$ cat src/rtl/dthd_pkg.sv
// ----------------------------------------------------------------------------
// dthd_pkg
// shared types, constants and helpers of the diagonal to hacked diagonal
// compactor
// ----------------------------------------------------------------------------
package dthd_pkg;

   // largest hack the row buffer holds
   localparam int HACK_MAX   = 32;
   localparam int ROW_IDX_W  = (HACK_MAX > 1) ? $clog2(HACK_MAX) : 1;
   localparam int ROW_CNT_W  = $clog2(HACK_MAX + 1);

   localparam int VALUE_W    = 64;
   localparam int OFFSET_W   = 32;
   localparam int INDEX_W    = 32;
   localparam int HSIZE_W    = 6;
   localparam int EBYTES_W   = 4;

   localparam int CSR_IDX_W  = 1;
   localparam int CSR_DATA_W = 6;

   typedef logic [ROW_IDX_W-1:0]  row_idx_type;
   typedef logic [ROW_CNT_W-1:0]  row_cnt_type;
   typedef logic [INDEX_W-1:0]    index_type;
   typedef logic [VALUE_W-1:0]    value_type;
   typedef logic [HSIZE_W-1:0]    hsize_type;
   typedef logic [EBYTES_W-1:0]   ebytes_type;

   localparam hsize_type  HACK_SIZE_RESET  = 6'd32;
   localparam ebytes_type ELEM_BYTES_RESET = 4'd8;

   // result word kinds
   typedef enum logic [1:0] {
      KIND_VALUE = 2'd0,
      KIND_DIAG  = 2'd1,
      KIND_HACK  = 2'd2
   } kind_type;

   // configuration register indexes
   typedef enum logic [CSR_IDX_W-1:0] {
      REG_HACK_SIZE     = 1'b0,
      REG_ELEMENT_BYTES = 1'b1
   } reg_index_type;

   // zero acts as one, anything above the buffer depth is clamped
   function automatic row_cnt_type eff_hack(input hsize_type hs);
      row_cnt_type res;
      if (hs == '0) begin
         res = row_cnt_type'(1);
      end else if (32'(hs) > HACK_MAX) begin
         res = row_cnt_type'(HACK_MAX);
      end else begin
         res = row_cnt_type'(hs);
      end
      return res;
   endfunction

   // keeps the low element_bytes bytes, all eight above eight
   function automatic value_type byte_mask(input ebytes_type eb);
      value_type m;
      m = '0;
      for (int i = 0; i < 8; i++) begin
         if (32'(eb) > i) begin
            m[i*8 +: 8] = 8'hff;
         end
      end
      return m;
   endfunction

endpackage

$ cat src/rtl/dthd_req_if.sv
// ----------------------------------------------------------------------------
// dthd_req_if
// element channel: one diagonal element per word with its framing flags
// ----------------------------------------------------------------------------
interface dthd_req_if;
   logic                                valid;
   logic                                ready;
   logic [dthd_pkg::VALUE_W-1:0]        value_bits;
   logic signed [dthd_pkg::OFFSET_W-1:0] diag_offset;
   logic                                last_row;
   logic                                last_diag;

   modport source (
      output valid, value_bits, diag_offset, last_row, last_diag,
      input  ready
   );
   modport sink (
      input  valid, value_bits, diag_offset, last_row, last_diag,
      output ready
   );
endinterface

$ cat src/rtl/dthd_rsp_if.sv
// ----------------------------------------------------------------------------
// dthd_rsp_if
// result channel: packed values, diagonal offset entries and hack offsets
// ----------------------------------------------------------------------------
interface dthd_rsp_if;
   logic                                 valid;
   logic                                 ready;
   logic [1:0]                           kind;
   logic [dthd_pkg::INDEX_W-1:0]         index;
   logic [dthd_pkg::VALUE_W-1:0]         out_value;
   logic signed [dthd_pkg::OFFSET_W-1:0] out_offset;
   logic                                 last;

   modport source (
      output valid, kind, index, out_value, out_offset, last,
      input  ready
   );
   modport sink (
      input  valid, kind, index, out_value, out_offset, last,
      output ready
   );
endinterface

$ cat src/rtl/dthd_ram.sv
// ----------------------------------------------------------------------------
// dthd_ram
// generic single write port ram with one registered read port
// ----------------------------------------------------------------------------
module dthd_ram #(
   parameter int Width = 64,
   parameter int Depth = 32
) (
   input  logic                                         clock,
   input  logic                                         wr_en,
   input  logic [((Depth > 1) ? $clog2(Depth) : 1)-1:0] wr_addr,
   input  logic [Width-1:0]                             wr_data,
   input  logic                                         rd_en,
   input  logic [((Depth > 1) ? $clog2(Depth) : 1)-1:0] rd_addr,
   output logic [Width-1:0]                             rd_data
);

   logic [Width-1:0] mem [Depth];
   logic [Width-1:0] rd_data_ff;

   always_ff @(posedge clock) begin
      if (wr_en) begin
         mem[wr_addr] <= wr_data;
      end
      if (rd_en) begin
         rd_data_ff <= mem[rd_addr];
      end
   end

   assign rd_data = rd_data_ff;

endmodule

$ cat src/rtl/dia_to_hacked_dia_compactor.sv
// ----------------------------------------------------------------------------
// dia_to_hacked_dia_compactor
// turns a diagonal format sparse matrix stream into hacked diagonal entries
// ----------------------------------------------------------------------------
// output: the entry of a kept diagonal is registered in ST_DIAG once the element
//    that ends it is taken; each buffered value then follows (ram read, then output
//    register load), then the hack offset on a hack end; each load waits for a free output register
// throughput: one element per cycle for elements that do not end a diagonal; an
//    ending element holds the input while its kept words and any hack offset are loaded
// reset: synchronous; hack_size 32, element_bytes 8, counters cleared; the row
//    buffer ram is not cleared, rows are always written before they are read
// ----------------------------------------------------------------------------
module dia_to_hacked_dia_compactor (
   input  logic                               clock,
   input  logic                               reset,
   input  logic                               csr_we,
   input  logic [dthd_pkg::CSR_IDX_W-1:0]     csr_index,
   input  logic [dthd_pkg::CSR_DATA_W-1:0]    csr_wdata,
   dthd_req_if.sink                           req_ch,
   dthd_rsp_if.source                         rsp_ch
);

   typedef enum logic [2:0] {
      ST_IDLE,
      ST_DIAG,
      ST_READ,
      ST_VALUE,
      ST_HACK
   } state_type;

   state_type                 state_ff, state_in;

   // configuration registers
   dthd_pkg::hsize_type       hack_size_ff, hack_size_in;
   dthd_pkg::ebytes_type      elem_bytes_ff, elem_bytes_in;

   // current diagonal
   dthd_pkg::row_cnt_type     rows_ff, rows_in;
   logic                      nz_ff, nz_in;
   logic [dthd_pkg::OFFSET_W-1:0] doff_ff, doff_in;
   logic                      ldiag_ff, ldiag_in;
   dthd_pkg::row_idx_type     rd_row_ff, rd_row_in;

   // running counters
   dthd_pkg::index_type       kept_ff, kept_in;
   dthd_pkg::index_type       vbase_ff, vbase_in;
   dthd_pkg::index_type       hack_num_ff, hack_num_in;

   // output register
   logic                      rsp_valid_ff, rsp_valid_in;
   dthd_pkg::kind_type        rsp_kind_ff, rsp_kind_in;
   dthd_pkg::index_type       rsp_index_ff, rsp_index_in;
   dthd_pkg::value_type       rsp_value_ff, rsp_value_in;
   logic [dthd_pkg::OFFSET_W-1:0] rsp_offset_ff, rsp_offset_in;
   logic                      rsp_last_ff, rsp_last_in;

   dthd_pkg::row_cnt_type     hs_eff;
   dthd_pkg::row_cnt_type     rows_inc;
   dthd_pkg::value_type       masked;
   dthd_pkg::value_type       rd_data;
   logic                      req_fire;
   logic                      rsp_free;
   logic                      diag_end;
   logic                      nz_next;
   logic                      is_last_row;

   // row buffer: one diagonal's rows of the current hack
   dthd_ram #(
      .Width (dthd_pkg::VALUE_W),
      .Depth (dthd_pkg::HACK_MAX)
   ) u_row_buf (
      .clock   (clock),
      .wr_en   (req_fire),
      .wr_addr (rows_ff[dthd_pkg::ROW_IDX_W-1:0]),
      .wr_data (masked),
      .rd_en   (state_ff == ST_READ),
      .rd_addr (rd_row_ff),
      .rd_data (rd_data)
   );

   // input is taken only between diagonal emissions
   assign req_ch.ready = (state_ff == ST_IDLE);
   assign req_fire     = req_ch.valid && req_ch.ready;

   // output register may load when empty or being drained this cycle
   assign rsp_free     = !rsp_valid_ff || rsp_ch.ready;

   assign hs_eff       = dthd_pkg::eff_hack(hack_size_ff);
   assign masked       = req_ch.value_bits & dthd_pkg::byte_mask(elem_bytes_ff);
   assign rows_inc     = rows_ff + dthd_pkg::row_cnt_type'(1);
   // diagonal closes on its last row or once the hack is full
   assign diag_end     = req_ch.last_row || (rows_inc >= hs_eff);
   assign nz_next      = nz_ff || (masked != '0);
   assign is_last_row  = (dthd_pkg::row_cnt_type'(rd_row_ff)
                          == (rows_ff - dthd_pkg::row_cnt_type'(1)));

   always_comb begin
      state_in      = state_ff;
      hack_size_in  = hack_size_ff;
      elem_bytes_in = elem_bytes_ff;
      rows_in       = rows_ff;
      nz_in         = nz_ff;
      doff_in       = doff_ff;
      ldiag_in      = ldiag_ff;
      rd_row_in     = rd_row_ff;
      kept_in       = kept_ff;
      vbase_in      = vbase_ff;
      hack_num_in   = hack_num_ff;
      rsp_valid_in  = rsp_valid_ff && !rsp_ch.ready;
      rsp_kind_in   = rsp_kind_ff;
      rsp_index_in  = rsp_index_ff;
      rsp_value_in  = rsp_value_ff;
      rsp_offset_in = rsp_offset_ff;
      rsp_last_in   = rsp_last_ff;

      // configuration writes, to be issued only while idle; the block itself does not enforce it
      if (csr_we) begin
         case (csr_index)
            dthd_pkg::REG_HACK_SIZE: begin
               hack_size_in = csr_wdata[dthd_pkg::HSIZE_W-1:0];
            end
            dthd_pkg::REG_ELEMENT_BYTES: begin
               elem_bytes_in = csr_wdata[dthd_pkg::EBYTES_W-1:0];
            end
            default: begin
            end
         endcase
      end

      case (state_ff)
         ST_IDLE: begin
            if (req_fire) begin
               rows_in  = rows_inc;
               nz_in    = nz_next;
               doff_in  = req_ch.diag_offset;
               ldiag_in = req_ch.last_diag;
               if (diag_end) begin
                  if (nz_next) begin
                     state_in = ST_DIAG;
                  end else begin
                     // all-zero diagonal is dropped
                     rows_in  = '0;
                     nz_in    = 1'b0;
                     state_in = req_ch.last_diag ? ST_HACK : ST_IDLE;
                  end
               end
            end
         end
         ST_DIAG: begin
            if (rsp_free) begin
               rsp_valid_in  = 1'b1;
               rsp_kind_in   = dthd_pkg::KIND_DIAG;
               rsp_index_in  = kept_ff;
               rsp_value_in  = '0;
               rsp_offset_in = doff_ff;
               rsp_last_in   = 1'b0;
               rd_row_in     = '0;
               state_in      = ST_READ;
            end
         end
         ST_READ: begin
            // ram read issued this cycle, data next cycle
            state_in = ST_VALUE;
         end
         ST_VALUE: begin
            if (rsp_free) begin
               rsp_valid_in  = 1'b1;
               rsp_kind_in   = dthd_pkg::KIND_VALUE;
               rsp_index_in  = vbase_ff + dthd_pkg::index_type'(rd_row_ff);
               rsp_value_in  = rd_data;
               rsp_offset_in = '0;
               rsp_last_in   = is_last_row && !ldiag_ff;
               if (is_last_row) begin
                  kept_in  = kept_ff + dthd_pkg::index_type'(1);
                  vbase_in = vbase_ff + dthd_pkg::index_type'(hs_eff);
                  rows_in  = '0;
                  nz_in    = 1'b0;
                  state_in = ldiag_ff ? ST_HACK : ST_IDLE;
               end else begin
                  rd_row_in = rd_row_ff + dthd_pkg::row_idx_type'(1);
                  state_in  = ST_READ;
               end
            end
         end
         ST_HACK: begin
            if (rsp_free) begin
               rsp_valid_in  = 1'b1;
               rsp_kind_in   = dthd_pkg::KIND_HACK;
               rsp_index_in  = hack_num_ff + dthd_pkg::index_type'(1);
               rsp_value_in  = '0;
               rsp_offset_in = kept_ff;
               rsp_last_in   = 1'b1;
               hack_num_in   = hack_num_ff + dthd_pkg::index_type'(1);
               state_in      = ST_IDLE;
            end
         end
         default: begin
            state_in = ST_IDLE;
         end
      endcase
   end

   always_ff @(posedge clock) begin
      if (reset) begin
         state_ff      <= ST_IDLE;
         hack_size_ff  <= dthd_pkg::HACK_SIZE_RESET;
         elem_bytes_ff <= dthd_pkg::ELEM_BYTES_RESET;
         rows_ff       <= '0;
         nz_ff         <= 1'b0;
         rd_row_ff     <= '0;
         kept_ff       <= '0;
         vbase_ff      <= '0;
         hack_num_ff   <= '0;
         rsp_valid_ff  <= 1'b0;
      end else begin
         state_ff      <= state_in;
         hack_size_ff  <= hack_size_in;
         elem_bytes_ff <= elem_bytes_in;
         rows_ff       <= rows_in;
         nz_ff         <= nz_in;
         rd_row_ff     <= rd_row_in;
         kept_ff       <= kept_in;
         vbase_ff      <= vbase_in;
         hack_num_ff   <= hack_num_in;
         rsp_valid_ff  <= rsp_valid_in;
      end
      // payload, no reset needed
      doff_ff       <= doff_in;
      ldiag_ff      <= ldiag_in;
      rsp_kind_ff   <= rsp_kind_in;
      rsp_index_ff  <= rsp_index_in;
      rsp_value_ff  <= rsp_value_in;
      rsp_offset_ff <= rsp_offset_in;
      rsp_last_ff   <= rsp_last_in;
   end

   assign rsp_ch.valid      = rsp_valid_ff;
   assign rsp_ch.kind       = rsp_kind_ff;
   assign rsp_ch.index      = rsp_index_ff;
   assign rsp_ch.out_value  = rsp_value_ff;
   assign rsp_ch.out_offset = rsp_offset_ff;
   assign rsp_ch.last       = rsp_last_ff;

   // buffered row count never runs past the buffer
   a_rows_bound: assert property (@(posedge clock) disable iff (reset)
      32'(rows_ff) <= dthd_pkg::HACK_MAX)
      else $error("row count past buffer depth");

   // a dropped diagonal with no hack end goes straight back to taking words
   a_drop_idle: assert property (@(posedge clock) disable iff (reset)
      (req_fire && diag_end && !nz_next && !req_ch.last_diag) |=> (state_ff == ST_IDLE))
      else $error("dropped diagonal did not return to idle");

   // a hack offset word always closes its element's results
   a_hack_last: assert property (@(posedge clock) disable iff (reset)
      (rsp_ch.valid && (rsp_ch.kind == dthd_pkg::KIND_HACK)) |-> rsp_ch.last)
      else $error("hack offset word without last");

   // emission of a kept diagonal never starts with an empty buffer
   a_diag_rows: assert property (@(posedge clock) disable iff (reset)
      (state_ff == ST_DIAG) |-> (rows_ff != '0) && nz_ff)
      else $error("diagonal emission with nothing buffered");

endmodule

$ cat src/flat_wrapper.sv
// flat-port wrapper written by rule: the top's interface ports become plain ports
module dia_to_hacked_dia_compactor_flat 
  (clock, reset, csr_we, csr_index, csr_wdata, req_ch_valid, req_ch_value_bits, req_ch_diag_offset, req_ch_last_row, req_ch_last_diag, req_ch_ready, rsp_ch_valid, rsp_ch_kind, rsp_ch_index, rsp_ch_out_value, rsp_ch_out_offset, rsp_ch_last, rsp_ch_ready);
  dthd_req_if req_ch_i ();
  dthd_rsp_if rsp_ch_i ();
  input  logic clock;
  input  logic reset;
  input  logic csr_we;
  input  logic [dthd_pkg::CSR_IDX_W-1:0] csr_index;
  input  logic [dthd_pkg::CSR_DATA_W-1:0] csr_wdata;
  input wire logic [$bits(req_ch_i.valid)-1:0] req_ch_valid;
  input wire logic [$bits(req_ch_i.value_bits)-1:0] req_ch_value_bits;
  input wire logic [$bits(req_ch_i.diag_offset)-1:0] req_ch_diag_offset;
  input wire logic [$bits(req_ch_i.last_row)-1:0] req_ch_last_row;
  input wire logic [$bits(req_ch_i.last_diag)-1:0] req_ch_last_diag;
  output wire logic [$bits(req_ch_i.ready)-1:0] req_ch_ready;
  output wire logic [$bits(rsp_ch_i.valid)-1:0] rsp_ch_valid;
  output wire logic [$bits(rsp_ch_i.kind)-1:0] rsp_ch_kind;
  output wire logic [$bits(rsp_ch_i.index)-1:0] rsp_ch_index;
  output wire logic [$bits(rsp_ch_i.out_value)-1:0] rsp_ch_out_value;
  output wire logic [$bits(rsp_ch_i.out_offset)-1:0] rsp_ch_out_offset;
  output wire logic [$bits(rsp_ch_i.last)-1:0] rsp_ch_last;
  input wire logic [$bits(rsp_ch_i.ready)-1:0] rsp_ch_ready;
  assign req_ch_i.valid = req_ch_valid;
  assign req_ch_i.value_bits = req_ch_value_bits;
  assign req_ch_i.diag_offset = req_ch_diag_offset;
  assign req_ch_i.last_row = req_ch_last_row;
  assign req_ch_i.last_diag = req_ch_last_diag;
  assign req_ch_ready = req_ch_i.ready;
  assign rsp_ch_valid = rsp_ch_i.valid;
  assign rsp_ch_kind = rsp_ch_i.kind;
  assign rsp_ch_index = rsp_ch_i.index;
  assign rsp_ch_out_value = rsp_ch_i.out_value;
  assign rsp_ch_out_offset = rsp_ch_i.out_offset;
  assign rsp_ch_last = rsp_ch_i.last;
  assign rsp_ch_i.ready = rsp_ch_ready;
  dia_to_hacked_dia_compactor u_core (.clock(clock), .reset(reset), .csr_we(csr_we), .csr_index(csr_index), .csr_wdata(csr_wdata), .req_ch(req_ch_i), .rsp_ch(rsp_ch_i));
endmodule
$ cat config.mk
export PLATFORM = sky130hd
export DESIGN_NAME = dia_to_hacked_dia_compactor_flat
export DESIGN_NICKNAME = d
export VERILOG_FILES = /design/src/rtl/dthd_pkg.sv /design/src/rtl/dthd_req_if.sv /design/src/rtl/dthd_rsp_if.sv /design/src/rtl/dthd_ram.sv /design/src/rtl/dia_to_hacked_dia_compactor.sv /design/src/flat_wrapper.sv
export SDC_FILE = /design/constraint.sdc
export NUM_CORES = 2
export LEC_CHECK = 0
export BUFFER_PORTS_ARGS = -buffer_cell sky130_fd_sc_hd__clkbuf_2
export CELL_PAD_IN_SITES_DETAIL_PLACEMENT = 0
export CELL_PAD_IN_SITES_GLOBAL_PLACEMENT = 2
export CORE_MARGIN = 5
export CORE_UTILIZATION = 53
export DETAILED_ROUTE_END_ITERATION = 6
export PLACE_DENSITY = 0.82
export SETUP_SLACK_MARGIN = 0.05
export SYNTH_ARGS = -nofsm -noshare
export SYNTH_HDL_FRONTEND = slang
export SYNTH_HIERARCHICAL = 1
export SYNTH_SLANG_ARGS = --single-unit
$ cat constraint.sdc
create_clock -name clock -period 10.6 [get_ports clock]
set_clock_uncertainty 0.05 [all_clocks]
set_input_delay 2.12 -clock clock [delete_from_list [all_inputs] [get_ports clock]]
set_output_delay 2.12 -clock clock [all_outputs]
set_load 0.05 [all_outputs]
# Word-level counts from Yosys, hierarchy flattened
# Memory sizes are Yosys's and may differ from the RTL's. A register that Yosys moved wholly into a read port is not among the register bits.
# Cells that the tools add are included.
dict set report word_totals {
  register_bits 286
  ram_bits 2048
  inputBits 110
  out_inout_bits 133
  wordCells 136
  mem_count 1
}
# name words width rd rd_ports_with_merged_regs write_ports line
set memory_table {}
lappend memory_table {u_core.u_row_buf.mem 32 64 1 1 1 dthd_ram.sv:18} ;# logic [Width-1:0] mem [Depth];
dict set report classes {
  addsub 7
  n_lt_le_gt_ge 10
  eq_ne 13
  n_mux 58
  n_bitwise 2
  n_reduce_logical 28
}
# op count
set ops {}
lappend ops {{32-bit case mux with 3 select lines} 2}
lappend ops {{32-bit 2-to-1 mux} 5}
lappend ops {{64-bit 2-to-1 mux} 2}
lappend ops {{64-bit case mux with 2 select lines} 1}
lappend ops {{32-bit by 1-bit adder with 32-bit output (second input constant)} 2}
lappend ops {{64-bit AND} 1}
lappend ops {{8-bit 2-to-1 mux} 8}
lappend ops {{64-bit nonzero test} 1}
lappend ops {{6-bit 2-to-1 mux} 7}
lappend ops {{32-bit by 5-bit adder with 32-bit output} 1}
lappend ops {{32-bit by 6-bit adder with 32-bit output} 1}
lappend ops {{3-bit 2-to-1 mux} 9}
lappend ops {{4-bit by 3-bit greater-than comparator with 1-bit output (second input constant)} 4}
lappend ops {{5-bit 2-to-1 mux} 3}
lappend ops {{3-bit case mux with 5 select lines} 1}
lappend ops {{1-bit 2-to-1 mux} 12}
lappend ops {{6-bit case mux with 2 select lines} 1}
lappend ops {{4-bit AND reduction} 3}
lappend ops {{2-bit by 1-bit != test with 1-bit output (second input constant)} 5}
lappend ops {{5-bit case mux with 2 select lines} 1}
lappend ops {{4-bit by 1-bit greater-than comparator with 1-bit output (second input constant)} 2}
lappend ops {{4-bit by 2-bit greater-than comparator with 1-bit output (second input constant)} 2}
lappend ops {{2-bit AND reduction} 4}
lappend ops {{6-bit by 1-bit adder with 6-bit output (second input constant)} 1}
lappend ops {{other kinds (25)} 39}

# Longest topological paths before layout
dict set report depth {
  depth_word 9
  mapped_depth 13
  mapped_depth_nobuf 12
}

# Hierarchy
# Netlist, hierarchy kept.
# module n_inst cells_each area_each_um2 seq_area_each_um2
set modules_own_cells {}
lappend modules_own_cells {dthd_ram 1 3096 79605.1 63420.8}
lappend modules_own_cells {dia_to_hacked_dia_compactor 1 1349 13838.3 7367.1}

# Worst setup path after synthesis
# Ideal clock, no wire load.
dict set report synth_timing {
  path_type {input-to-reg}
  from {in req_ch_valid}
  to {mem u_core.u_row_buf.mem[20][0], enable pin}
  setup_ns 0.487
  t_arrival_ns 6.372
  required_time_ns 10.063
  slack_ns 3.691
  path_stages 5
  path_buffers 1
  cell_sequence {nand2_1 inv_1 or3b_2 clkbuf_1 nor2_1}
}
dict set report synth_via {
  elab_chain_cells 3
}
# element line
set synth_rtl {}
lappend synth_rtl {{start: declaration} flat_wrapper.sv:11} ;# input wire logic [$bits(req_ch_i.valid)-1:0] req_ch_valid;
lappend synth_rtl {{1-bit logical AND} dia_to_hacked_dia_compactor.sv:83} ;# assign req_fire = req_ch.valid && req_ch.ready;
lappend synth_rtl {{via u_core.req_fire} dia_to_hacked_dia_compactor.sv:61} ;# logic req_fire;
lappend synth_rtl {{1-bit 2-to-1 mux} dthd_ram.sv:22} ;# if (wr_en) begin
lappend synth_rtl {{1-bit 2-to-1 mux (not written as such)} dthd_ram.sv:23} ;# mem[wr_addr] <= wr_data;
lappend synth_rtl {{end: declaration} dthd_ram.sv:18}
# The timed path passes the listed nets, and every way through them passes these cells.

# Worst setup path in the final report
dict set report layout_timing {
  from {in req_ch_valid}
  to {mem u_core.u_row_buf.mem[22][56], enable pin}
}
# Same word-level chain as after synthesis.

==> summary.md <==
| Metric | Value |
|---|---|
| Mapped Cells | 4445 |
| Worst min path class | flip-flop to flip-flop |
| CP max FO | 44 |
| Critical path buffers and inverters | 3 |
| Worst path required time | around 11 ns |
| Number of global-route vias before repair | about 47000 |
| Hold Crit Endpoint | u_core/rows_ff[5] |
| DRT Wirelength | between 200 and 250 mm |
| Mean number of vias per cell | approximately 6.3 |
| Async S/R FF share, synth | 0% |
| DRC | 0 |
| Critical Path Max Stage Delay | between 1 and 1.5 ns |
| IO buf count | between 200 and 250 |
| Synthesis-stage register bit count | 2398 |
| Vias | between 40000 and 50000 |
| Synth top area cells | edfxtp_1 73%, mux4_2 15%, dfxtp_1 2.6% |
| Routed Antenna Nets | 0 |
| Hpwl dp | approximately 140 mm |
| Reg-to-reg slack, setup | 6.13 ns |
| Min-delay src | u_core/rows_ff[5] |
| TritonRoute pass-1 iters | 5 |
| Post-synth EDFFs | roughly 2300 |
| Initial antenna violation count | 12 |
| Chip width | about 430 um |
| CP arrival | ~5.4 ns |
| Primary FF master, synth | edfxtp_1 |
| Placed cell areas | a little under 100000 um2 |
| Initial drt markers | between 5000 and 6000 |
| Clock-pin transition on the worst setup and hold timing paths | about 0.060 ns |
| Share of cells above drive strength 1 | between 20% and 30% |
| Insertion delay to the later sink of the worst-skew pair | ~0.87 ns |
| Pins over their slew limit | 0 |
| Remaining global-route overflow | 0 |
| CP Cell Sequence | clkbuf_2, nand2_1, inv_1, nand3b_1, nor2_4, buf_4 |
| First-pass GRT wire length | between 300 and 400 mm |
| Critical Path Sink Type | flip-flop |
| CTS Hold Bufs | 0 |
| # fillers | between 10000 and 15000 |
| Syn Std Cell Area | just over 90000 um2 |
| Worst IR drop on VDD | around 0.15 mV |
| Unrepaired setup endpoints after global routing | no |
| Setup ws final | ~5.7 ns |
| Reg2reg start | u_core/state_ff[1] |
| Place WS | between 4 and 5 ns |
| CTS tree | built |
| Setup crit start kind | input port |
| Endpoints failing hold | 0 |
| Root Buffer | clkbuf_16 |
| Area leader, netlist | edfxtp_1 |
| Die Area | roughly 180000 um2 |
| Die height | between 400 and 500 um |
| Yosys top cell area share | between 70% and 80% |
| CTS Buf Count | 229 |
| Clk buf depth | 3 |
| CTS resizes | 0 |
| Top post-synthesis cells by count | 2276 x edfxtp_1, 602 x mux4_2, 185 x nor2_1, 132 x nor2b_1, 122 x dfxtp_1 |
| Fin nets | between 4000 and 5000 |
| Worst hold path cell count | 1 |
| Synth-to-Final Area Change | 12.8% |
| Family with the most delay on the worst path | simple AND/OR/NAND/NOR gates |
| Final setup vio count | 0 |
| Ys Warns | 6 |
| GRT Resource Usage Total | about 26% |
| Relative slew slack | between 10% and 20% |
| CORE AREA | ~180000 um2 |
| Synth Net Count | ~4600 |
| Worst r2r path cells | 6 |
| # H-tree levels | 4 |
| Fin crit period | between 4 and 5 ns |
| Total power | 20.3 mW |
| Most numerous cell in the Yosys netlist | edfxtp_1 |
| Sequential fraction of the synthesis area | around three quarters |
| Critical path type | input port to flip-flop |
| Routability cong. | roughly 0.79 |
| Hold WS | between 0.4 and 0.5 ns |
| Largest net degree at the start of global routing | between 100 and 150 |
| Max-capacitance violation count | 0 |
| Lkg Pwr | between 30 and 40 nW |
| Final Cell Area | 105000 um2 |
| Wire per inst | around 32 um |
| Initial Util | a little over half |
| Status | completed |
| Yosys cell types | 62 |
| Worst reg2reg endpoint | u_core/u_row_buf/mem[22][56] |
| Clock sink count | roughly 2400 |
| Power Density | 193 nW/um2 |
| Avg Cell Area, Syn | around 21 um2 |
| Postcts setup bufs | 0 |
| Setup TNS | 0 ns |
| Fmax | between 200 and 250 MHz |
| FP Rows | ~150 |
| Io pins | around 240 |
| Worst slew pin tran | between 1 and 1.5 ns |
| Crit-path slowest cell | nor2_4 |
| Final period util | between 40% and 50% |
-- worst max-delay path by stage --
stage	start	end	depth (start not counted)
6_report	req_ch_valid	u_core/u_row_buf/mem[22][56]	6
3_5_place_dp	req_ch_valid	u_core/u_row_buf/mem[22][56]	6
2_1_floorplan	req_ch_valid	u_core/u_row_buf/mem[20][0]	5
3_3_place_gp	req_ch_valid	u_core/u_row_buf/mem[22][56]	6
4_1_cts	req_ch_valid	u_core/u_row_buf/mem[22][33]	6
5_1_grt	req_ch_valid	u_core/u_row_buf/mem[22][26]	6
-- worst reg2reg max path: stages, from the launching register on --
cell and delay [ns]:
dfxtp_1 0.44, nor3_1 0.39, nand2_1 0.18, inv_1 0.22, nand3b_1 0.67, nor2_4 1.13
buf_4 0.91
-- final cells by class --
cell class | count | area [um2] | share of cell area, %
flip-flops and latches | 2398 | 70800 | 67.2
well taps | 2340 | 2930 | 2.78
multi-input cells | 1794 | 22000 | 20.8
clock inverters | 140 | 1360 | 1.29
inverters | 21 | 78.8 | 0.0748
diodes | 3 | 7.51 | 0.00712
clock buffers | 283 | 5960 | 5.66
repair buffers | 382 | 2300 | 2.18
-- power by group --
part | total, mW | leakage [nW] | internal, mW | switching, mW
Clock | 8.00 | 3.56 | 4.51 | 3.49
Sequential | 10.7 | 21.7 | 10.6 | 0.0692
Combinational | 1.62 | 7.54 | 0.598 | 1.02
-- placed cells by master, fill, tap and decap left out, types with 44 or more instances in the layout --
| cell | netlist | layout |
|---|---|---|
| buf_4 | 15 | 138 |
| clkbuf_1 | 120 | 52 |
| clkbuf_16 | 0 | 230 |
| clkbuf_2 | 0 | 241 |
| clkinv_1 | 1 | 56 |
| dfxtp_1 | 122 | 117 |
| edfxtp_1 | 2276 | 2276 |
| mux2_2 | 74 | 74 |
| mux2i_1 | 44 | 44 |
| mux4_2 | 602 | 602 |
| nand2_1 | 104 | 104 |
| nor2_1 | 185 | 148 |
| nor2b_1 | 132 | 111 |
| o21ai_0 | 50 | 50 |
| xnor2_1 | 94 | 94 |
| xor2_1 | 58 | 58 |
-- per-layer routing --
metal	vias up	global-route usage (%)	routed length [um]
met2	2070	40.9	115000
met4	0	8.34	7980
met5	-	0	0
met1	24800	37.1	94800
met3	341	4.39	19200
li1	19100	-	-
-- registers in the layout, indices dropped and copies added (netlist names), 32 cells and up --
name and flops:
u_core/u_row_buf/mem 2048, u_core/rsp_ch.index 32, u_core/kept_ff 32, u_core/hack_num_ff 32
u_core/vbase_ff 32, u_core/u_row_buf/rd_data 64, u_core/doff_ff 32, u_core/rsp_ch.out_offset 32
u_core/rsp_ch.out_value 64
-- logic make-up (layout without fill, tap and decap cells) --
family / count (synthesis) / after routing / synth area share (%)
DFF: 2398 / 2398 / 75.8
muxes: 720 / 720 / 15.9
and+or+nand+nor: 659 / 659 / 3.61
buffers and inverters: 253 / 826 / 1.20
AOI/OAI and AO/OA: 238 / 238 / 1.79
xor gates and xnor gates: 152 / 152 / 1.42
adders and majority gates: 25 / 25 / 0.348
other: 0 / 3 / 0
-- through the flow --
| stage | std cells | util (%) |
|---|---|---|
| 3_3_place_gp | 6935 | 55.8 |
| 4_1_cts | 7358 | 60.0 |
| 6_report | 7361 | 60.0 |
| 2_1_floorplan | 4445 | - |
| 5_1_grt | 7360 | 60.0 |
| 3_5_place_dp | 6935 | 55.8 |
Power figures use the tool's default switching activity.
